<file path="src/design/torq_ram.sv">
`timescale 1ns / 1ps
// ----------------------------------------------------------------------------
// torq_ram
// Generic single-write, single-read synchronous RAM with registered read.
// ----------------------------------------------------------------------------
module torq_ram #(
    parameter int WIDTH = 8,
    parameter int DEPTH = 16,
    localparam int AW   = (DEPTH > 1) ? $clog2(DEPTH) : 1
) (
    input  logic             i_clk,
    input  logic             i_wr_en,
    input  logic [AW-1:0]    i_wr_addr,
    input  logic [WIDTH-1:0] i_wr_data,
    input  logic             i_rd_en,
    input  logic [AW-1:0]    i_rd_addr,
    output logic [WIDTH-1:0] o_rd_data
);

    logic [WIDTH-1:0] r_mem [DEPTH];
    logic [WIDTH-1:0] r_rd_data;

    always_ff @(posedge i_clk) begin
        if (i_wr_en) begin
            r_mem[i_wr_addr] <= i_wr_data;
        end
        if (i_rd_en) begin
            r_rd_data <= r_mem[i_rd_addr];
        end
    end

    assign o_rd_data = r_rd_data;

endmodule

</file>
<file path="config.mk">
export PLATFORM = sky130hd
export DESIGN_NAME = torq_ram
export DESIGN_NICKNAME = d
export VERILOG_FILES = /design/src/design/torq_ram.sv
export SDC_FILE = /design/constraint.sdc
export NUM_CORES = 1
export LEC_CHECK = 0
export ABC_CLOCK_PERIOD_IN_PS = 1770
export BUFFER_PORTS_ARGS = -buffer_cell sky130_fd_sc_hd__buf_2
export CORE_ASPECT_RATIO = 0.8
export CORE_MARGIN = 4
export CORE_UTILIZATION = 45
export DETAILED_ROUTE_END_ITERATION = 8
export GPL_TIMING_DRIVEN = 0
export PLACE_DENSITY = 0.7
export SYNTH_ARGS = -nofsm -noshare
export SYNTH_HDL_FRONTEND = slang
export SYNTH_SLANG_ARGS = --single-unit
</file>
<file path="constraint.sdc">
create_clock -name i_clk -period 1.77 [get_ports i_clk]
set_input_delay 0.177 -clock i_clk [delete_from_list [all_inputs] [get_ports i_clk]]
set_output_delay 0.177 -clock i_clk [all_outputs]
set_load 0.03 [all_outputs]
</file>
* Yosys cells after proc, flatten, opt, wreduce, memory -nomap -nowiden *
Memories as Yosys holds them, arrays and structs flattened. A register that Yosys moved wholly into a read port is not among the register bits.
Index checks and enable logic that the tools add are counted.

cells by class
  muxes and demuxes = 2

operator list
  operator          count
  1-bit 2-to-1 mux  2

storage, ports and cells
  memory bits (writable) = 128
  output and inout bits = 8
  memories kept = 1
  register bits after elaboration = 0
  bits of input ports = 19

memory list
  name   words  width  rd ports  clocked after memory_dff  write ports  RTL line  source
  r_mem  16     8      1         1                         1            20        logic [WIDTH-1:0] r_mem [DEPTH];

* Longest topological paths before layout *
  word-level depth = 2
  depth in mapped cells = 5
  depth with buffers taken out = 3

* Least setup slack after synthesis *
No wires, ideal clock.

  path kind = in2reg
  start = input port i_wr_addr[2]
  end = memory r_mem[0][0] (enable)
  data required time = 1.387 ns
  data arrival time = 1.287 ns
  path slack = 0.100 ns
  stages = 2
  cells stage by stage = or3b_2 > nor3_1

RTL lines
  item         RTL line  source
  from (decl)  13        input logic [AW-1:0] i_wr_addr,
  to (decl)    20

Straight into the memory's write port.

* Worst setup path after layout *
  start = input port i_wr_addr[2]
  end = memory r_mem[8][1] (enable)

Straight into the memory's write port.

==> results summary <==
Buffers inserted during clock tree synthesis total 17. The library cell used most frequently in the layout, excluding fill and tap cells, is edfxtp_1. During I/O placement, the number of pins put on the boundary was 27. The die covers around 13,000 sq um. The total clock sinks came out at 136. The library cells used most frequently in the layout, excluding fill and tap cells, are 136 x edfxtp_1, 28 x buf_2, 18 x mux4_2. The smallest clock period supported by the final layout is computed as 1.51 ns. The via count of the routed design is 2,428. Dividing the detail-routed wire length by the instance count gives ~23 um. In this run the vertical extent of the chip is 104 um. The startpoint identified for the worst hold timing path is i_rd_en. The post-synthesis adder-cell area fraction came out at 0%. Clock-pin slew was measured on the worst setup and hold paths at 0.06 ns. The largest fanout on the critical path came out at 8.

The met2 usage in global routing came out at 22.4%. Entering global routing, the biggest net connects 17 pins. The maximum single-stage delay on the critical path is 0.98 ns. The distinct cell type count of the synthesized netlist came out at 18. In this run the power density over the cells is approximately 1200 nW/um^2. The final weighted congestion in routability-driven placement came out at 0.728.

The area of the core is 11,100 sq um. Along the worst hold path, the cell count comes to 1. Yosys attributes the largest share of cell area to edfxtp_1 78%, mux4_2 7.8%, mux4_1 7.0%. The share of the yosys chip area belonging to registers is 78.1%. The clock tree skew after final layout is approximately 0.006 ns.

The number of maximum-capacitance violations came out at 0. The root buffer cell chosen for the clock tree is clkbuf_16. After Yosys synthesis, XOR and XNOR cells account for 0% of the synthesized area.

Summed over all nets, the half-perimeter wirelength after detailed placement is 6400 um. Setup repair after global routing left no endpoint under its margin. The number of hold buffers added after cts is 0. The setup total negative slack came out at 0 ns.

Global routing consumed, on the met3 layer, 4.67% of the routing resources. The signal arrival time at the worst endpoint came out at 1.53 ns. The number of setup violations in the final report came out at 0. The summed instance area of the synthesized netlist came out at roughly 5200 sq um.

The run finished with clean final reports. The share of the synthesized area in compound gates (AO/OA/AOI/OAI) is approximately 2.3%. The floorplan row count came out at 34. The count of inserted antenna diode cells came out at 0. The count of nets left with antenna violations after detail routing came out at 0. The critical path depth in cells is 3. The global-route usage over all layers came out at 16.3%. The critical path goes through buf_2, nand3b_1, nor3_1. The total power after layout came out at ~7.6 mW. The net count reported at finish is around 290. The number of cells produced by synthesis came out at 229. The synthesis warning total came out at 0. The max-slew headroom at the worst pin came out at about 17%.

The met1 track utilization from global routing came out at 25.0%. met1 is the most crowded layer. The post-synthesis mux area share came out at roughly 15%. The finished layout holds 430 standard cells, fillers aside. The effective utilization at floorplan is 47.1%. The worst setup path is launched from an input port. After clock tree synthesis, the setup repair step added 0 buffers. Among all stages on the critical path, the largest delay is contributed by nor3_1.

After Yosys synthesis, and, or, nand and nor cells account for 3.14% of the synthesized area. The total wire length is 10000 um. The number of buffers and inverters on the critical path is 1.

The number of antenna violations at the first check in global routing came to 0. The measured slew at the worst slew-check pin is roughly 1.2 ns. The final number of max-transition violations is 0.

STA classifies the critical path endpoint as a flip-flop. The violation count after the first detailed-route iteration came out at 213. The maximum frequency from static timing analysis came out at 664 MHz. The area share of the largest cell type after synthesis came out at 78.1%.

The H-tree was split into 4 levels. The share of final-layout standard cells stronger than drive strength 1 is 30.1%. By area, the combinational part of the netlist is dominated by multiplexers.

The first-pass GRT wire length came out at 15,300 um. In this run, synthesis produced a sequential element count of 136. TritonCTS built the clock tree. The number of nets handed over by synthesis was around 250. The length in cells of the worst reg-to-reg path is 3.

The total of cells resized after clock tree synthesis is 1. VDD sags by at most 0.000763 V. At the worst endpoint, the required time is 1.79 ns.

The clock reaches the later pin of the worst-skew pair after 0.41 ns. The remaining global-route overflow came out at 0. The area growth from synthesis to layout is 17.5%. In the finished design, the share of the clock period the worst path needs comes to 85.1%. The detail-routed via count per cell is 5.65.

Port buffering added 25 buffers. In this run the worst setup path begins at i_wr_addr[2]. The cell total after placement came out at 398.

In this run the critical register-to-register path is launched from r_mem[5][0]$_DFFE_PP_. The worst setup path is of the input port to flip-flop kind. The total iterations of the first detailed-routing run came out at 4. On the critical path the largest part of the delay comes from simple AND/OR/NAND/NOR gates. The number of buffers between clock root and the deepest sink came out at 2.

After detailed routing, the number of remaining DRC violations is 0. The number of failing hold endpoints at the final stage is 0. The biggest area contributor in the post-synthesis netlist is edfxtp_1. The via count of the first global-routing pass is approximately 2,500.

The horizontal die dimension is 129 um. The filler cells instantiated in the layout total 816. The average cell area after synthesis is 22.8 sq um. The static leakage power is 2.04 nW.

The min-delay analysis places its worst path in the category input port to flip-flop.
-- metrics by stage --
stage,worst slack (ns),instance area [sq um],util (%),hold WS (ns)
5_1_grt,0.118,6140,55.3,0.103
6_report,0.263,6140,55.3,0.108
3_3_place_gp,-0.472,5530,49.8,0.516
4_1_cts,0.236,6140,55.3,0.0957
2_1_floorplan,0.100,5230,-,0.276
3_5_place_dp,-0.536,5530,49.8,0.531
-- synth_stat cells --
library cell / n
buf_6: 3
nand3b_1: 2
mux4_1: 14
mux4_2: 18
nand3_1: 1
nand2_1: 9
and2_1: 1
and2b_1: 1
buf_2: 3
clkdlybuf4s25_2: 3
nand2b_1: 2
nor2b_1: 1
a22oi_1: 16
edfxtp_1: 136
or3b_2: 1
buf_4: 1
nor2_1: 13
nor3_1: 4
-- path summary, 6_finish.rpt --
check	endpoint	slack, ns
setup / recovery	r_mem[8][1]$_DFFE_PP_	0.26
hold / removal	o_rd_data[1]$_DFFE_PP_	0.11
setup reg to reg	o_rd_data[0]$_DFFE_PP_	0.28
hold reg to reg	o_rd_data[3]$_DFFE_PP_	0.77
-- kinds of logic (layout without fill, tap and decap cells) --
family	after synthesis	count (layout)
muxes	32	32
AOI/OAI and AO/OA	16	16
DFF	136	136
and+or+nand+nor	35	35
buffers and inverters	10	67
-- worst reg2reg max path, cell delays in order, from the launching register on --
cell,delay [ns]
edfxtp_1,0.35
mux4_1,0.56
a22oi_1,0.21
nand2_1,0.11
-- flip-flops by register name (all words and copies together) (netlist names) --
name and count:
o_rd_data 8, r_mem 128
-- report_power, final --
group          switching [mW]  internal, mW  total, mW
clock network            1.32          2.21       3.54
registers              0.0145          3.63       3.64
logic                   0.231         0.140      0.372
-- final cells by class --
cell class	instances	area, sq um	share of cell area, %
multi-input combinational	83	1060	17.3
sequential	136	4080	66.5
clock buffer	17	425	6.93
buffer	10	86.3	1.41
timing repair buffer	25	125	2.04
tap	144	180	2.93
clock inverter	15	179	2.91
-- metal layers --
metal	vias up	share of wire, %
met1	1224	44
met4	0	1.1
met2	112	45
met3	17	9.8
met5	-	0
li1	1075	-
Power figures use the tool's default switching activity.
