--- config.mk ---
export PLATFORM = sky130hd
export DESIGN_NAME = torq_seq_flat
export DESIGN_NICKNAME = d
export VERILOG_FILES = /design/src/design/torq_pkg.sv /design/src/design/torq_if.sv /design/src/design/torq_seq.sv /design/src/flat_wrapper.sv
export SDC_FILE = /design/constraint.sdc
export NUM_CORES = 1
export LEC_CHECK = 0
export BUFFER_PORTS_ARGS = -buffer_cell sky130_fd_sc_hd__buf_2
export CAP_MARGIN = 20
export CORE_MARGIN = 2
export CORE_UTILIZATION = 30
export DETAILED_ROUTE_END_ITERATION = 16
export GPL_ROUTABILITY_DRIVEN = 0
export PLACE_DENSITY = 0.49
export SLEW_MARGIN = 20
export SYNTH_ARGS = -nofsm -noshare
export SYNTH_HDL_FRONTEND = slang
export SYNTH_SLANG_ARGS = --single-unit
export TNS_END_PERCENT = 100
--- constraint.sdc ---
create_clock -name i_clk -period 5.4 [get_ports i_clk]
set_input_delay 0.54 -clock i_clk [delete_from_list [all_inputs] [get_ports i_clk]]
set_output_delay 0.54 -clock i_clk [all_outputs]
set_load 0.02 [all_outputs]
--- src/design/torq_pkg.sv ---
`timescale 1ns / 1ps
// ----------------------------------------------------------------------------
// torq_pkg
// Shared types, widths, operation and status codes for the timestamp ordered
// request queue.
// ----------------------------------------------------------------------------
package torq_pkg;

    // Default sizing
    localparam int DEF_NUM_RESOURCES = 8;
    localparam int DEF_NUM_CLIENTS   = 16;

    // Fixed field widths
    localparam int KIND_W   = 2;
    localparam int RES_W    = 3;
    localparam int CLIENT_W = 4;
    localparam int STAMP_W  = 31;
    localparam int POS_W    = 4;
    localparam int STATUS_W = 3;
    localparam int SLOTS_W  = 5;

    localparam logic [SLOTS_W-1:0] SLOTS_RESET = 5'd16;

    // Operation codes (the unused code behaves as a query)
    localparam logic [KIND_W-1:0] KIND_ADD    = 2'd0;
    localparam logic [KIND_W-1:0] KIND_REMOVE = 2'd1;
    localparam logic [KIND_W-1:0] KIND_QUERY  = 2'd2;

    // Result status codes
    localparam logic [STATUS_W-1:0] STAT_DONE     = 3'd0;
    localparam logic [STATUS_W-1:0] STAT_DUP      = 3'd1;
    localparam logic [STATUS_W-1:0] STAT_NOTFOUND = 3'd2;
    localparam logic [STATUS_W-1:0] STAT_DROPPED  = 3'd3;
    localparam logic [STATUS_W-1:0] STAT_FULL     = 3'd4;

    // One queue slot as held in the entry memory
    typedef struct packed {
        logic [CLIENT_W-1:0] client;
        logic [STAMP_W-1:0]  stamp;
    } t_entry;

    localparam int ENTRY_W = $bits(t_entry);

    // Sequencer states
    typedef enum logic [2:0] {
        ST_IDLE,
        ST_FILL,
        ST_SCAN,
        ST_DECIDE,
        ST_SHIFT,
        ST_PUT,
        ST_DONE
    } t_state;

endpackage

--- src/design/torq_if.sv ---


interface torq_req_if;
    logic                          valid;
    logic                          ready;
    logic [torq_pkg::KIND_W-1:0]   kind;
    logic [torq_pkg::RES_W-1:0]    resource;
    logic [torq_pkg::CLIENT_W-1:0] client;
    logic [torq_pkg::STAMP_W-1:0]  stamp;

    modport source (output valid, output kind, output resource, output client,
                    output stamp, input ready);
    modport sink   (input valid, input kind, input resource, input client,
                    input stamp, output ready);
endinterface

interface torq_rsp_if;
    logic                          valid;
    logic                          ready;
    logic                          present;
    logic [torq_pkg::POS_W-1:0]    position;
    logic [torq_pkg::STAMP_W-1:0]  stored_stamp;
    logic [torq_pkg::STATUS_W-1:0] status;

    modport source (output valid, output present, output position,
                    output stored_stamp, output status, input ready);
    modport sink   (input valid, input present, input position,
                    input stored_stamp, input status, output ready);
endinterface

--- src/design/torq_seq.sv ---
`timescale 1ns / 1ps
// ----------------------------------------------------------------------------
// torq_seq
// Operation sequencer: reads the queue length, scans the queue slots in the
// entry memory, then shifts entries one per cycle and writes back.
// ----------------------------------------------------------------------------
module torq_seq #(
    parameter int NUM_RESOURCES = torq_pkg::DEF_NUM_RESOURCES,
    parameter int NUM_CLIENTS   = torq_pkg::DEF_NUM_CLIENTS,
    localparam int CW = $clog2(NUM_CLIENTS + 1),
    localparam int RW = (NUM_RESOURCES > 1) ? $clog2(NUM_RESOURCES) : 1,
    localparam int AW = $clog2(NUM_RESOURCES * NUM_CLIENTS)
) (
    input  logic                         i_clk,
    input  logic                         i_rst_n,
    input  logic [CW-1:0]                i_slots,
    torq_req_if.sink                     i_req,
    torq_rsp_if.source                   o_rsp,
    // entry memory
    output logic                         o_ent_rd_en,
    output logic [AW-1:0]                o_ent_rd_addr,
    input  logic [torq_pkg::ENTRY_W-1:0] i_ent_rd_data,
    output logic                         o_ent_wr_en,
    output logic [AW-1:0]                o_ent_wr_addr,
    output logic [torq_pkg::ENTRY_W-1:0] o_ent_wr_data,
    // queue length memory
    output logic                         o_fill_rd_en,
    output logic [RW-1:0]                o_fill_rd_addr,
    input  logic [CW-1:0]                i_fill_rd_data,
    output logic                         o_fill_wr_en,
    output logic [RW-1:0]                o_fill_wr_addr,
    output logic [CW-1:0]                o_fill_wr_data
);

    torq_pkg::t_state r_state, n_state;

    // operation registers
    logic [torq_pkg::KIND_W-1:0]     r_kind, n_kind;
    logic [torq_pkg::CLIENT_W-1:0]   r_client, n_client;
    logic [torq_pkg::STAMP_W-1:0]    r_stamp, n_stamp;
    logic [RW-1:0]                   r_res, n_res;
    logic [AW-1:0]                   r_base, n_base;
    logic                            r_fvld, n_fvld;
    logic [CW-1:0]                   r_len, n_len;
    logic [CW-1:0]                   r_idx, n_idx;
    logic                            r_found_hit, n_found_hit;
    logic [CW-1:0]                   r_found_idx, n_found_idx;
    logic [torq_pkg::STAMP_W-1:0]    r_found_stamp, n_found_stamp;
    logic                            r_at_hit, n_at_hit;
    logic [CW-1:0]                   r_at_idx, n_at_idx;
    logic [CW-1:0]                   r_ins, n_ins;
    logic                            r_back, n_back;
    // pending result
    logic                            r_res_present, n_res_present;
    logic [torq_pkg::POS_W-1:0]      r_res_pos, n_res_pos;
    logic [torq_pkg::STAMP_W-1:0]    r_res_stamp, n_res_stamp;
    logic [torq_pkg::STATUS_W-1:0]   r_res_status, n_res_status;
    // output register
    logic                            r_out_vld, n_out_vld;
    logic                            r_out_present, n_out_present;
    logic [torq_pkg::POS_W-1:0]      r_out_pos, n_out_pos;
    logic [torq_pkg::STAMP_W-1:0]    r_out_stamp, n_out_stamp;
    logic [torq_pkg::STATUS_W-1:0]   r_out_status, n_out_status;
    // queue length written since reset
    logic [NUM_RESOURCES-1:0]        r_fill_vld, n_fill_vld;

    torq_pkg::t_entry cur;
    torq_pkg::t_entry new_ent;
    logic [CW-1:0]    fill_len;
    logic [CW-1:0]    ins_at;
    logic [CW-1:0]    last_slot;

    assign cur             = torq_pkg::t_entry'(i_ent_rd_data);
    assign new_ent.client  = r_client;
    assign new_ent.stamp   = r_stamp;

    // State register
    always_ff @(posedge i_clk) begin
        if (!i_rst_n) begin
            r_state <= torq_pkg::ST_IDLE;
        end else begin
            r_state <= n_state;
        end
    end

    // Control registers
    always_ff @(posedge i_clk) begin
        if (!i_rst_n) begin
            r_out_vld  <= 1'b0;
            r_fill_vld <= '0;
        end else begin
            r_out_vld  <= n_out_vld;
            r_fill_vld <= n_fill_vld;
        end
    end

    // Payload registers
    always_ff @(posedge i_clk) begin
        r_kind        <= n_kind;
        r_client      <= n_client;
        r_stamp       <= n_stamp;
        r_res         <= n_res;
        r_base        <= n_base;
        r_fvld        <= n_fvld;
        r_len         <= n_len;
        r_idx         <= n_idx;
        r_found_hit   <= n_found_hit;
        r_found_idx   <= n_found_idx;
        r_found_stamp <= n_found_stamp;
        r_at_hit      <= n_at_hit;
        r_at_idx      <= n_at_idx;
        r_ins         <= n_ins;
        r_back        <= n_back;
        r_res_present <= n_res_present;
        r_res_pos     <= n_res_pos;
        r_res_stamp   <= n_res_stamp;
        r_res_status  <= n_res_status;
        r_out_present <= n_out_present;
        r_out_pos     <= n_out_pos;
        r_out_stamp   <= n_out_stamp;
        r_out_status  <= n_out_status;
    end

    // Next state, memory accesses and result
    always_comb begin
        n_state       = r_state;
        n_kind        = r_kind;
        n_client      = r_client;
        n_stamp       = r_stamp;
        n_res         = r_res;
        n_base        = r_base;
        n_fvld        = r_fvld;
        n_len         = r_len;
        n_idx         = r_idx;
        n_found_hit   = r_found_hit;
        n_found_idx   = r_found_idx;
        n_found_stamp = r_found_stamp;
        n_at_hit      = r_at_hit;
        n_at_idx      = r_at_idx;
        n_ins         = r_ins;
        n_back        = r_back;
        n_res_present = r_res_present;
        n_res_pos     = r_res_pos;
        n_res_stamp   = r_res_stamp;
        n_res_status  = r_res_status;
        n_out_vld     = r_out_vld;
        n_out_present = r_out_present;
        n_out_pos     = r_out_pos;
        n_out_stamp   = r_out_stamp;
        n_out_status  = r_out_status;
        n_fill_vld    = r_fill_vld;

        o_ent_rd_en    = 1'b0;
        o_ent_rd_addr  = r_base;
        o_ent_wr_en    = 1'b0;
        o_ent_wr_addr  = r_base;
        o_ent_wr_data  = i_ent_rd_data;
        o_fill_rd_en   = 1'b0;
        o_fill_rd_addr = RW'(i_req.resource);
        o_fill_wr_en   = 1'b0;
        o_fill_wr_addr = r_res;
        o_fill_wr_data = r_len;

        fill_len  = r_fvld ? i_fill_rd_data : '0;
        ins_at    = r_at_hit ? r_at_idx : r_len;
        last_slot = (r_len < i_slots) ? r_len : (i_slots - CW'(1));

        // response beat taken
        if (r_out_vld && o_rsp.ready) begin
            n_out_vld = 1'b0;
        end

        unique case (r_state)
            torq_pkg::ST_IDLE: begin
                if (i_req.valid) begin
                    n_kind      = i_req.kind;
                    n_client    = i_req.client;
                    n_stamp     = i_req.stamp;
                    n_res       = RW'(i_req.resource);
                    n_base      = AW'(int'(i_req.resource) * NUM_CLIENTS);
                    n_fvld      = r_fill_vld[RW'(i_req.resource)];
                    n_found_hit = 1'b0;
                    n_at_hit    = 1'b0;
                    if (int'(i_req.resource) >= NUM_RESOURCES) begin
                        n_res_present = 1'b0;
                        n_res_pos     = '0;
                        n_res_stamp   = '0;
                        n_res_status  = torq_pkg::STAT_NOTFOUND;
                        n_state       = torq_pkg::ST_DONE;
                    end else begin
                        o_fill_rd_en = 1'b1;
                        n_state      = torq_pkg::ST_FILL;
                    end
                end
            end

            // queue length arrives, clip to slot count, start the scan
            torq_pkg::ST_FILL: begin
                n_len = (fill_len > i_slots) ? i_slots : fill_len;
                n_idx = '0;
                if (n_len != '0) begin
                    o_ent_rd_en   = 1'b1;
                    o_ent_rd_addr = r_base;
                    n_state       = torq_pkg::ST_SCAN;
                end else begin
                    n_state = torq_pkg::ST_DECIDE;
                end
            end

            // one slot per cycle: client match and insertion point
            torq_pkg::ST_SCAN: begin
                if (!r_found_hit && cur.client == r_client) begin
                    n_found_hit   = 1'b1;
                    n_found_idx   = r_idx;
                    n_found_stamp = cur.stamp;
                end
                if (!r_at_hit && (r_stamp < cur.stamp ||
                                  (r_stamp == cur.stamp && r_client < cur.client))) begin
                    n_at_hit = 1'b1;
                    n_at_idx = r_idx;
                end
                if ((r_idx + CW'(1)) < r_len) begin
                    o_ent_rd_en   = 1'b1;
                    o_ent_rd_addr = r_base + AW'(r_idx + CW'(1));
                    n_idx         = r_idx + CW'(1);
                end else begin
                    n_state = torq_pkg::ST_DECIDE;
                end
            end

            torq_pkg::ST_DECIDE: begin
                n_res_present = 1'b0;
                n_res_pos     = '0;
                n_res_stamp   = '0;
                n_res_status  = torq_pkg::STAT_NOTFOUND;
                n_state       = torq_pkg::ST_DONE;
                case (r_kind)
                    torq_pkg::KIND_ADD: begin
                        if (r_found_hit) begin
                            n_res_present = 1'b1;
                            n_res_pos     = torq_pkg::POS_W'(r_found_idx);
                            n_res_stamp   = r_found_stamp;
                            n_res_status  = torq_pkg::STAT_DUP;
                        end else if (ins_at >= i_slots) begin
                            // full and the new entry would be last
                            o_fill_wr_en          = 1'b1;
                            o_fill_wr_data        = r_len;
                            n_fill_vld[r_res]     = 1'b1;
                            n_res_status          = torq_pkg::STAT_FULL;
                        end else begin
                            o_fill_wr_en      = 1'b1;
                            o_fill_wr_data    = (r_len < i_slots) ? (r_len + CW'(1)) : i_slots;
                            n_fill_vld[r_res] = 1'b1;
                            n_res_present     = 1'b1;
                            n_res_pos         = torq_pkg::POS_W'(ins_at);
                            n_res_stamp       = r_stamp;
                            n_res_status      = (r_len < i_slots) ? torq_pkg::STAT_DONE
                                                                  : torq_pkg::STAT_DROPPED;
                            n_ins             = ins_at;
                            n_back            = 1'b1;
                            if (last_slot > ins_at) begin
                                o_ent_rd_en   = 1'b1;
                                o_ent_rd_addr = r_base + AW'(last_slot - CW'(1));
                                n_idx         = last_slot;
                                n_state       = torq_pkg::ST_SHIFT;
                            end else begin
                                n_state = torq_pkg::ST_PUT;
                            end
                        end
                    end
                    torq_pkg::KIND_REMOVE: begin
                        if (r_found_hit) begin
                            o_fill_wr_en      = 1'b1;
                            o_fill_wr_data    = r_len - CW'(1);
                            n_fill_vld[r_res] = 1'b1;
                            n_res_status      = torq_pkg::STAT_DONE;
                            n_back            = 1'b0;
                            if ((r_found_idx + CW'(1)) < r_len) begin
                                o_ent_rd_en   = 1'b1;
                                o_ent_rd_addr = r_base + AW'(r_found_idx + CW'(1));
                                n_idx         = r_found_idx;
                                n_state       = torq_pkg::ST_SHIFT;
                            end
                        end
                    end
                    default: begin
                        if (r_found_hit) begin
                            n_res_present = 1'b1;
                            n_res_pos     = torq_pkg::POS_W'(r_found_idx);
                            n_res_stamp   = r_found_stamp;
                            n_res_status  = torq_pkg::STAT_DONE;
                        end
                    end
                endcase
            end

            // move one entry per cycle; the read runs one slot ahead of the write
            torq_pkg::ST_SHIFT: begin
                o_ent_wr_en   = 1'b1;
                o_ent_wr_addr = r_base + AW'(r_idx);
                o_ent_wr_data = i_ent_rd_data;
                if (r_back) begin
                    if (r_idx > (r_ins + CW'(1))) begin
                        o_ent_rd_en   = 1'b1;
                        o_ent_rd_addr = r_base + AW'(r_idx - CW'(2));
                        n_idx         = r_idx - CW'(1);
                    end else begin
                        n_state = torq_pkg::ST_PUT;
                    end
                end else begin
                    if ((r_idx + CW'(2)) < r_len) begin
                        o_ent_rd_en   = 1'b1;
                        o_ent_rd_addr = r_base + AW'(r_idx + CW'(2));
                        n_idx         = r_idx + CW'(1);
                    end else begin
                        n_state = torq_pkg::ST_DONE;
                    end
                end
            end

            // new entry into its slot
            torq_pkg::ST_PUT: begin
                o_ent_wr_en   = 1'b1;
                o_ent_wr_addr = r_base + AW'(r_ins);
                o_ent_wr_data = new_ent;
                n_state       = torq_pkg::ST_DONE;
            end

            // hand the result to the output register once it is free
            torq_pkg::ST_DONE: begin
                if (!r_out_vld || o_rsp.ready) begin
                    n_out_vld     = 1'b1;
                    n_out_present = r_res_present;
                    n_out_pos     = r_res_pos;
                    n_out_stamp   = r_res_stamp;
                    n_out_status  = r_res_status;
                    n_state       = torq_pkg::ST_IDLE;
                end
            end

            default: begin
                n_state = torq_pkg::ST_IDLE;
            end
        endcase
    end

    assign i_req.ready        = (r_state == torq_pkg::ST_IDLE);
    assign o_rsp.valid        = r_out_vld;
    assign o_rsp.present      = r_out_present;
    assign o_rsp.position     = r_out_pos;
    assign o_rsp.stored_stamp = r_out_stamp;
    assign o_rsp.status       = r_out_status;

endmodule

--- src/flat_wrapper.sv ---
// flat-port wrapper written by rule: the top's interface ports become plain ports
module torq_seq_flat 
#(
    parameter int NUM_RESOURCES = torq_pkg::DEF_NUM_RESOURCES,
    parameter int NUM_CLIENTS   = torq_pkg::DEF_NUM_CLIENTS,
    localparam int CW = $clog2(NUM_CLIENTS + 1),
    localparam int RW = (NUM_RESOURCES > 1) ? $clog2(NUM_RESOURCES) : 1,
    localparam int AW = $clog2(NUM_RESOURCES * NUM_CLIENTS)
)
  (i_clk, i_rst_n, i_slots, o_ent_rd_en, o_ent_rd_addr, i_ent_rd_data, o_ent_wr_en, o_ent_wr_addr, o_ent_wr_data, o_fill_rd_en, o_fill_rd_addr, i_fill_rd_data, o_fill_wr_en, o_fill_wr_addr, o_fill_wr_data, i_req_valid, i_req_kind, i_req_resource, i_req_client, i_req_stamp, i_req_ready, o_rsp_valid, o_rsp_present, o_rsp_position, o_rsp_stored_stamp, o_rsp_status, o_rsp_ready);
  torq_req_if i_req_i ();
  torq_rsp_if o_rsp_i ();
  input  logic i_clk;
  input  logic i_rst_n;
  input  logic [CW-1:0] i_slots;
  output logic o_ent_rd_en;
  output logic [AW-1:0] o_ent_rd_addr;
  input  logic [torq_pkg::ENTRY_W-1:0] i_ent_rd_data;
  output logic o_ent_wr_en;
  output logic [AW-1:0] o_ent_wr_addr;
  output logic [torq_pkg::ENTRY_W-1:0] o_ent_wr_data;
  output logic o_fill_rd_en;
  output logic [RW-1:0] o_fill_rd_addr;
  input  logic [CW-1:0] i_fill_rd_data;
  output logic o_fill_wr_en;
  output logic [RW-1:0] o_fill_wr_addr;
  output logic [CW-1:0] o_fill_wr_data;
  input wire logic [$bits(i_req_i.valid)-1:0] i_req_valid;
  input wire logic [$bits(i_req_i.kind)-1:0] i_req_kind;
  input wire logic [$bits(i_req_i.resource)-1:0] i_req_resource;
  input wire logic [$bits(i_req_i.client)-1:0] i_req_client;
  input wire logic [$bits(i_req_i.stamp)-1:0] i_req_stamp;
  output wire logic [$bits(i_req_i.ready)-1:0] i_req_ready;
  output wire logic [$bits(o_rsp_i.valid)-1:0] o_rsp_valid;
  output wire logic [$bits(o_rsp_i.present)-1:0] o_rsp_present;
  output wire logic [$bits(o_rsp_i.position)-1:0] o_rsp_position;
  output wire logic [$bits(o_rsp_i.stored_stamp)-1:0] o_rsp_stored_stamp;
  output wire logic [$bits(o_rsp_i.status)-1:0] o_rsp_status;
  input wire logic [$bits(o_rsp_i.ready)-1:0] o_rsp_ready;
  assign i_req_i.valid = i_req_valid;
  assign i_req_i.kind = i_req_kind;
  assign i_req_i.resource = i_req_resource;
  assign i_req_i.client = i_req_client;
  assign i_req_i.stamp = i_req_stamp;
  assign i_req_ready = i_req_i.ready;
  assign o_rsp_valid = o_rsp_i.valid;
  assign o_rsp_present = o_rsp_i.present;
  assign o_rsp_position = o_rsp_i.position;
  assign o_rsp_stored_stamp = o_rsp_i.stored_stamp;
  assign o_rsp_status = o_rsp_i.status;
  assign o_rsp_i.ready = o_rsp_ready;
  torq_seq #(.NUM_RESOURCES(NUM_RESOURCES), .NUM_CLIENTS(NUM_CLIENTS)) u_core (.i_clk(i_clk), .i_rst_n(i_rst_n), .i_slots(i_slots), .i_req(i_req_i), .o_rsp(o_rsp_i), .o_ent_rd_en(o_ent_rd_en), .o_ent_rd_addr(o_ent_rd_addr), .i_ent_rd_data(i_ent_rd_data), .o_ent_wr_en(o_ent_wr_en), .o_ent_wr_addr(o_ent_wr_addr), .o_ent_wr_data(o_ent_wr_data), .o_fill_rd_en(o_fill_rd_en), .o_fill_rd_addr(o_fill_rd_addr), .i_fill_rd_data(i_fill_rd_data), .o_fill_wr_en(o_fill_wr_en), .o_fill_wr_addr(o_fill_wr_addr), .o_fill_wr_data(o_fill_wr_data));
endmodule
* After elaboration in Yosys (flattened, before gate mapping)
Index checks and enable logic that the tools add are counted.
** Storage, ports and cells
- Register bits :: 190
- Bits of input ports :: 89
- Output and inout bits :: 105
- Logic and storage cells :: 219
** Operators by class
- Add/subtract/negate cells :: 20
- $lt $le $gt $ge :: 13
- Equality and inequality tests :: 28
- Mux-type cells :: 102
- Bitwise logic cells :: 3
- Reduce and logical (&&, ||, !) cells :: 28
** Operator list (count)
- 31-bit 2-to-1 mux :: 3
- 5-bit 2-to-1 mux :: 18
- 7-bit 2-to-1 mux :: 9
- 31-bit one-hot mux with 2 select lines :: 1
- 3-bit 2-to-1 mux :: 12
- 7-bit adder :: 5
- 35-bit 2-to-1 mux :: 1
- 31-bit equality test :: 1
- 31-bit < comparator :: 1
- 1-bit 2-to-1 mux :: 31
- 7-bit one-hot mux with 2 select lines :: 2
- 3-bit one-hot mux with 7 select lines :: 1
- 7-bit one-hot mux with 3 select lines :: 1
- 5-bit by 1-bit adder with 5-bit output, second input constant :: 4
- 5-bit < comparator :: 4
- 5-bit one-hot mux with 2 select lines :: 2
- 5-bit one-hot mux with 4 select lines :: 1
- 8-bit 2-to-1 mux :: 2
- 8-bit one-hot mux with 2 select lines :: 1
- 5-bit greater-than comparator :: 3
- 5-bit by 1-bit subtractor with 5-bit output, second input constant :: 3
- 7-bit by 5-bit adder with 7-bit output :: 2
- 5-bit by 1-bit adder with 6-bit output, second input constant :: 2
- 4-bit 2-to-1 mux :: 3
- 41 further kinds :: 81

* Logic depth before layout (Yosys ltp)
Gate-level depths: netlist (run 1).
- Depth in word-level cells :: 9
- Gate-level depth with buffers :: 18
- Mapped depth without buffers :: 17

* Worst setup path before layout (run 1)
OpenSTA, ideal clock, no wires.
- Kind :: input port to output port
- Start :: input i_slots[2]
- End :: output o_ent_rd_addr[0]
- Arrival :: 4.093 ns
- Data required time :: 4.860 ns
- Setup slack :: 0.767 ns
- Cell stages on the path :: 18
- Buffers on the path :: 2
- Cell sequence :: buf_2 -> inv_1 -> ha_1 -> nand2_1 -> o21ai_1 -> a31oi_4 -> clkbuf_1 -> a21oi_1 -> inv_1 -> ha_1 -> nand2_1 -> nor3_1 -> mux2i_1 -> a221o_1 -> a32oi_2 -> and2b_1 -> a21oi_1 -> o21ai_0
** Between the ends
- Longest elaborated chain between the ends :: 9
- Elaborated cells between the ends (all ways) :: 12
- Those cells by class :: add/sub (3); order compare (3); mux (6)
** RTL lines
- start: declaration :: line flat_wrapper.sv:15 : input logic [CW-1:0] i_slots;
- 5-bit < comparator :: line torq_seq.sv:166 : last_slot = (r_len < i_slots) ? r_len : (i_slots - CW'(1));
- 5-bit 2-to-1 mux :: line torq_seq.sv:166
- 5-bit by 1-bit subtractor with 6-bit output :: line torq_seq.sv:263 : o_ent_rd_addr = r_base + AW'(last_slot - CW'(1));
- 7-bit adder :: line torq_seq.sv:263
- 7-bit 2-to-1 mux :: line torq_seq.sv:261 : if (last_slot > ins_at) begin
- 7-bit 2-to-1 mux * :: line torq_seq.sv:244 : end else if (ins_at >= i_slots) begin
- 7-bit 2-to-1 mux * :: line torq_seq.sv:239 : if (r_found_hit) begin
- 7-bit one-hot mux with 2 select lines * :: line torq_seq.sv:237 : case (r_kind)
- 7-bit one-hot mux with 3 select lines * :: line torq_seq.sv:173 : unique case (r_state)
- end: declaration :: line flat_wrapper.sv:17 : output logic [AW-1:0] o_ent_rd_addr;
Mark *: on every way between the ends. The rest lies on a longest branch, timed or not.

* Worst setup path after layout (run 1)
- Start :: register u_core.r_len[4]
- End :: output o_ent_rd_addr[5]
** Between the ends
- Longest elaborated chain between the ends :: 9
- Elaborated cells between the ends (all ways) :: 20
- Those cells by class :: add/sub (2); order compare (6); mux (12)
** RTL lines
- start: declaration :: line torq_seq.sv:44 : logic [CW-1:0] r_len, n_len;
- start signal: assignment :: line torq_seq.sv:105 : r_len <= n_len;
- 5-bit < comparator :: line torq_seq.sv:166
- 5-bit 2-to-1 mux :: line torq_seq.sv:166
- 5-bit by 1-bit subtractor with 6-bit output :: line torq_seq.sv:263
- 7-bit adder :: line torq_seq.sv:263
- 7-bit 2-to-1 mux :: line torq_seq.sv:261
- 7-bit 2-to-1 mux :: line torq_seq.sv:244
- 7-bit 2-to-1 mux :: line torq_seq.sv:239
- 7-bit one-hot mux with 2 select lines :: line torq_seq.sv:237
- 7-bit one-hot mux with 3 select lines * :: line torq_seq.sv:173
Marked as above.

==> results.json, run 1 <==
{
  "power_density_nw_per_um2": 444,
  "cts_made_buffers": 17,
  "multi_input_area_um2": 4910,
  "worstMarginPinSlew_ps": 995,
  "die_area_um2": 37900,
  "grt_pass1_wl_um": 48400,
  "period_share": 0.927,
  "async_reset_ff_frac": 0,
  "drc": 0,
  "met3_length_um": 1820,
  "syn_nets": 1141,
  "synth_cell_types": 69,
  "synth_warnings": 0,
  "core_um2": 35700,
  "first_global_vias": 8048,
  "grt_max_degree": 44,
  "fin_worst_skew_ps": 11.8,
  "synth_edf_count": 178,
  "drt-met1-wl_um": 14300,
  "post-cts-setup-buffers": 0,
  "fill_cells": 3541,
  "die_w_um": 195,
  "clkPwrFrac": 0.224,
  "seqPwrFrac": 0.360,
  "ys_seq_area_frac": 0.513,
  "clock.fmax_mhz": 200,
  "clk_latency_ps": 440,
  "grt.total_usage": 0.168,
  "layout.area.seq_um2": 5590,
  "cp.arrival_ps": 4470,
  "top_layer_used": "met5",
  "io_pins": 194,
  "ys_ff_latch": 190,
  "cts_tree": "built",
  "vias_per_cell": 4.97,
  "overflow": 0,
  "path_max_fanout": 9,
  "rows": 69,
  "rsz0062_at_grt": "no",
  "cts_hold_buf": 0,
  "outcome": "finished, final reports clean",
  "firstDrtPassIters": 5,
  "maxCapViolCount": 0,
  "port_buffers": 193,
  "cts.sinks": 190,
  "cellInternalPower_mw": 3.44,
  "preCtsSetupSlack_ps": 428,
  "drv_slew": 0,
  "hold_viol_final": 0,
  "met2_wirelength_um": 14900,
  "area_growth_pct": 20.0,
  "fp.dieH_um": 195,
  "cts_resized": 0,
  "clockRootBuffer": "clkbuf_16",
  "fin_nets": 1334,
  "routedWlPerCell_um": 19.4,
  "vias": 8098,
  "finalPower_mw": 5.80,
  "ys.flop_type": "edfxtp_1",
  "p_leak_nw": 5.40,
  "ant_nets": 0,
  "avgSynthCellArea_um2": 11.3,
  "fin_tns_setup_ps": 0,
  "start_kind": "flop",
  "maxSlewHeadroom": 0.335,
  "min_path_type": "in -> reg",
  "synth.cell_area_um2": 10900,
  "clk_path_buf_depth": 2,
  "start_util": 0.306,
  "dp.final_hpwl_um": 23500,
  "finalSetupViolCount": 0,
  "period_needed_ps": 5010,
  "vdd_drop_max_mv": 0.224,
  "power.switching_mw": 2.36,
  "antenna_found_initial": 3,
  "p_sw_frac": 0.407,
  "p_comb_frac": 0.416,
  "end_kind": "primary output",
  "synthCells": 961,
  "path_class": "reg -> out",
  "required_ps": 4860,
  "setup_slack_ps": 393,
  "cts-htree-levels": 4,
  "cts.clk_slew.worst_paths_ps": 80,
  "ff2ff_setup_slack_ps": 930,
  "routed_wl_um": 31700,
  "layout-drive-gt1-share": 0.260,
  "drt_iter0_drc": 506
}
-- layout make-up --
cell class                      instances  share of cell area
Clock buffer                           18              0.0328
Sequential cell                       190               0.427
Multi-Input combinational cell        659               0.375
Tap cell                              461              0.0441
Clock inverter                         14              0.0131
Timing Repair Buffer                  213              0.0863
Antenna cell                            1            0.000191
Inverter                               73              0.0210
-- power by group through the flow --
| stage | combinational (mW) | clock (mW) | sequential (mW) |
|---|---|---|---|
| floorplan | 1.68 | 0 | 2.02 |
| global placement | 2.39 | 0 | 2.12 |
| detailed placement | 2.40 | 0 | 2.13 |
| CTS | 2.42 | 1.34 | 2.09 |
| global route | 2.66 | 1.40 | 2.12 |
| finish | 2.41 | 1.30 | 2.09 |
-- flip-flops by register name, indices dropped and copies added (netlist names), 2 cells and up --
| register | count |
|---|---|
| u_core.r_len | 5 |
| u_core.r_state | 3 |
| u_core.r_found_idx | 5 |
| u_core.o_rsp.status | 3 |
| u_core.r_idx | 5 |
| u_core.o_fill_wr_addr | 3 |
| u_core.r_res_stamp | 31 |
| u_core.r_at_idx | 5 |
| u_core.o_rsp.stored_stamp | 31 |
| u_core.r_stamp | 31 |
| u_core.o_rsp.position | 4 |
| u_core.r_res_status | 3 |
| u_core.r_client | 4 |
| u_core.r_res_pos | 4 |
| u_core.r_fill_vld | 8 |
| u_core.r_ins | 5 |
| u_core.r_found_stamp | 31 |
| u_core.r_kind | 2 |
-- cells in the final DEF, fill, tap and decap left out, types with 21 or more instances in the layout --
| master | Yosys | layout |
|---|---|---|
| buf_2 | 2 | 193 |
| edfxtp_1 | 178 | 178 |
| nor2_1 | 94 | 94 |
| ha_1 | 86 | 86 |
| inv_1 | 70 | 69 |
| nand2_1 | 63 | 62 |
| mux2i_1 | 49 | 49 |
| o21ai_0 | 41 | 40 |
| a21oi_1 | 40 | 39 |
| mux2_2 | 39 | 39 |
| nor3_1 | 25 | 23 |
| xnor2_1 | 21 | 21 |
-- worst paths after layout --
kind	endpoint	startpoint	depth (start not counted)
min reg2reg	u_core.o_rsp.stored_stamp[10]	u_core.r_res_stamp[10]	0
max	o_ent_rd_addr[5]	u_core.r_len[4]	14
max reg2reg	u_core.r_idx[3]	u_core.r_len[4]	13
min	u_core.r_stamp[19]	i_req_stamp[19]	1
-- metrics by stage --
step | instances | area [µm²] | hold slack (ps) | util
floorplan | 961 | 10900 | 400 | -
global placement | 1596 | 12500 | 401 | 0.350
detailed placement | 1596 | 12500 | 405 | 0.350
CTS | 1628 | 13100 | 237 | 0.367
global route | 1629 | 13100 | 233 | 0.367
finish | 1629 | 13100 | 267 | 0.367
-- per-layer routing --
| metal | global-route usage | vias to the layer above |
|---|---|---|
| met5 | 0 | - |
| met4 | 0.0615 | 4 |
| met3 | 0.0406 | 43 |
| met2 | 0.269 | 243 |
| met1 | 0.221 | 3875 |
| li1 | - | 3933 |
-- cell families (layout without fill, tap and decap cells) --
group	count (synthesis)	after routing	synth area share
and+or+nand+nor	261	261	0.111
buffers and inverters	112	318	0.0398
adders and majority gates	91	91	0.108
AOI/OAI and AO/OA	182	182	0.110
muxes	91	91	0.0905
other	0	1	0
xor gates and xnor gates	34	34	0.0273
DFF	190	190	0.513
-- critical path: stages, from the launching register on --
cell and delay, ps:
edfxtp_1 510, ha_1 420, nand2_1 150, o21ai_1 500
a21oi_1 200, ha_1 320, nand2_1 80, nor3_1 160
mux2i_1 120, a221o_1 350, a32oi_2 400, nand3_2 150
mux2_1 330, a2bb2oi_1 140, buf_2 190
-- cells in the mapped netlist, types with 3 or more instances --
| master | count | area (µm²) |
|---|---|---|
| dfxtp_1 | 12 | 240 |
| o221ai_1 | 5 | 43.8 |
| and2_1 | 8 | 50.1 |
| mux2_2 | 39 | 439 |
| edfxtp_1 | 178 | 5350 |
| nand4_1 | 11 | 68.8 |
| a22oi_1 | 6 | 45.0 |
| nand3_1 | 18 | 90.1 |
| nand2_1 | 63 | 236 |
| nor2b_1 | 8 | 50.1 |
| o2111ai_1 | 3 | 26.3 |
| or3_1 | 4 | 25.0 |
| o21ai_1 | 3 | 15.0 |
| o21a_1 | 14 | 105 |
| xor2_1 | 13 | 114 |
| nor2_1 | 94 | 353 |
| o21ai_0 | 41 | 205 |
| clkbuf_1 | 32 | 120 |
| inv_1 | 70 | 263 |
| nor4_1 | 5 | 31.3 |
| a21o_1 | 15 | 113 |
| and3_1 | 3 | 18.8 |
| o32ai_1 | 3 | 26.3 |
| clkinv_1 | 3 | 11.3 |
| fa_1 | 5 | 100 |
| mux2i_1 | 49 | 490 |
| a22o_1 | 3 | 26.3 |
| ha_1 | 86 | 1080 |
| a221oi_1 | 3 | 26.3 |
| nand2b_1 | 9 | 56.3 |
| o31ai_1 | 3 | 22.5 |
| buf_4 | 3 | 22.5 |
| nor3_1 | 25 | 125 |
| o211ai_1 | 6 | 45.0 |
| o22ai_1 | 6 | 37.5 |
| xnor2_1 | 21 | 184 |
| a31oi_1 | 9 | 56.3 |
| a21oi_1 | 40 | 200 |
Power figures use the tool's default switching activity.
==> run 2, diff against run 1 <==
--- a/config.mk
+++ b/config.mk
@@ -11,8 +11,9 @@
 export CORE_UTILIZATION = 30
 export DETAILED_ROUTE_END_ITERATION = 16
 export GPL_ROUTABILITY_DRIVEN = 0
-export PLACE_DENSITY = 0.49
-export SLEW_MARGIN = 20
+export HOLD_SLACK_MARGIN = 0.05
+export PLACE_DENSITY = 0.51
+export SLEW_MARGIN = 25
 export SYNTH_ARGS = -nofsm -noshare
 export SYNTH_HDL_FRONTEND = slang
 export SYNTH_SLANG_ARGS = --single-unit
==> constraint.sdc (replaced) <==
create_clock -name i_clk -period 4.6 [get_ports i_clk]
set_input_delay 0.46 -clock i_clk [delete_from_list [all_inputs] [get_ports i_clk]]
set_output_delay 0.46 -clock i_clk [all_outputs]
set_load 0.02 [all_outputs]
==> run 2 against run 1 <==
Final area up 1.8%. Clock power up 13%. Routed wire length up 1.8%. First-iteration DRC count up 31%.
==> results.json, run 2 (same netlist as run 1, synthesis figures left out) <==
{
  "outcome": "finished, final reports clean",
  "final_common_cell": "buf_2",
  "first_global_vias": 8206,
  "core_um2": 35700,
  "clock.fmax_mhz": 224,
  "maxSlewHeadroom": 0.461,
  "hold_viol_final": 0,
  "rows": 69,
  "seqPwrFrac": 0.353,
  "clkPwrFrac": 0.210,
  "min_path_type": "in -> reg",
  "dp.final_hpwl_um": 24000,
  "antenna_found_initial": 2,
  "cts_tree": "built",
  "fp.dieH_um": 195,
  "rsz0062_at_grt": "yes",
  "fill_cells": 3578,
  "clk_latency_ps": 450,
  "clockRootBuffer": "clkbuf_16",
  "p_sw_frac": 0.410,
  "fin_nets": 1360,
  "path_max_fanout": 6,
  "end_kind": "primary output",
  "cp.arrival_ps": 4010,
  "path_class": "reg -> out",
  "worstMarginPinSlew_ps": 800,
  "vias": 8332,
  "clk_path_buf_depth": 2,
  "cellInternalPower_mw": 4.11,
  "cp_slowest_stage_delay_ps": 440,
  "io_pins": 194,
  "cts.sinks": 190,
  "fin_tns_setup_ps": 0,
  "preCtsSetupSlack_ps": 11.3,
  "cts.clk_slew.worst_paths_ps": 80,
  "required_ps": 4140,
  "placed_area_um2": 12600,
  "start_util": 0.306,
  "maxCapViolCount": 0,
  "design_area_um2": 13300,
  "routed_wl_um": 32300,
  "die_area_um2": 37900,
  "power_density_nw_per_um2": 523,
  "p_comb_frac": 0.436,
  "crit_chain": "ha_4 -> a21oi_4 -> buf_4 -> o21a_2 -> o21ai_4 -> nor2_1 -> a21oi_2 -> ha_1 -> nand2_2 -> nor3_2 -> mux2i_1 -> a221o_1 -> a32oi_2 -> nand3_2 -> mux2_1 -> a2bb2oi_1 -> buf_2",
  "drc": 0,
  "grt_pass1_wl_um": 48900,
  "routedWlPerCell_um": 19.5,
  "layout_common_cells": "buf_2, edfxtp_1, nor2_1",
  "vias_per_cell": 5.04,
  "period_needed_ps": 4470,
  "finalSetupViolCount": 0,
  "firstDrtPassIters": 5,
  "grt.total_usage": 0.170,
  "cts-htree-levels": 4,
  "cpMaxStageDelayCell": "edfxtp_1",
  "drv_slew": 0,
  "overflow": 0,
  "power.switching_mw": 2.85,
  "grt_max_degree": 40,
  "start_kind": "flop",
  "period_share": 0.972,
  "vdd_drop_max_mv": 0.236,
  "fin_worst_skew_ps": 18.4,
  "setup_slack_ps": 128,
  "drt_iter0_drc": 663,
  "die_w_um": 195,
  "ant_nets": 0,
  "port_buffers": 193,
  "cts_made_buffers": 17,
  "area_growth_pct": 22.2,
  "p_leak_nw": 5.50,
  "layout-drive-gt1-share": 0.286,
  "antenna_cells": 0
}
==> run 2: cell types whose count changed in the layout (fill, tap and decap cells not counted), sizes merged <==
cell / change
buf: +26
bufinv: -1
clkbuf: -1
clkinv: +1
clkinvlp: +2
diode: -1
inv: -1
==> run 2: stage by stage <==
stage | power, mW | instances | hold WS (ps) | utilization
after floorplan | 4.35 | 961 | 400 | -
after global placement | 5.42 | 1618 | 401 | 0.354
after detailed placement | 5.44 | 1618 | 405 | 0.354
after CTS | 6.99 | 1654 | 156 | 0.372
after global routing | 7.41 | 1654 | 152 | 0.373
final | 6.96 | 1654 | 180 | 0.373
==> run 2: repair_timing <==
action | 4_1_cts | 5_1_grt
endpoints found under the setup margin | 8 | 8
pin swaps | 4 | 4
hold buffers | 0 | 0
gates resized for setup | 8 | 8
buffers inserted | 4 | 0
==> run 2: cell type report <==
class | count | area (µm²) | area share
repair buffers | 239 | 1310 | 0.0985
clock inverters | 15 | 153 | 0.0115
flip-flops and latches | 190 | 5590 | 0.420
multi-input cells | 659 | 4990 | 0.375
inverters | 73 | 274 | 0.0206
well taps | 461 | 577 | 0.0433
clock buffers | 17 | 425 | 0.0320
==> run 2: power groups by stage <==
stage / sequential [mW] / clock [mW] / combinational, mW
floorplan: 2.37 / 0 / 1.97
global placement: 2.49 / 0 / 2.93
detailed placement: 2.50 / 0 / 2.94
CTS: 2.46 / 1.52 / 3.01
global route: 2.49 / 1.58 / 3.34
finish: 2.46 / 1.47 / 3.04
==> run 2: metal layers <==
metal | vias to the layer above | share of wire | global-route usage
met5 | - | 0.00084 | 0
met4 | 4 | 0.018 | 0.0547
met3 | 34 | 0.056 | 0.0328
met2 | 270 | 0.48 | 0.274
met1 | 4057 | 0.45 | 0.231
li1 | 3967 | - | -
==> run 2: path summary, 6_finish.rpt <==
check / startpoint / end / slack (ps) / cells after the start
max: u_core.r_len[2] / o_ent_rd_addr[5] / 130 / 17
min: i_req_stamp[1] / u_core.r_stamp[1] / 180 / 1
max reg2reg: u_core.r_len[2] / u_core.r_idx[1] / 860 / 17
min reg2reg: u_core.r_res_pos[0] / u_core.o_rsp.position[0] / 420 / 0
==> run 2: worst max-delay path: cells and delay by family, from the launching register on <==
family                   cells  cell delay (ps)
flip-flops                   1              440
multiplexers                 2              450
AND/OR/NAND/NOR              4              510
AO/OA/AOI/OAI                7             1270
buffers and inverters        2              300
adder cells (fa/ha/maj)      2              570
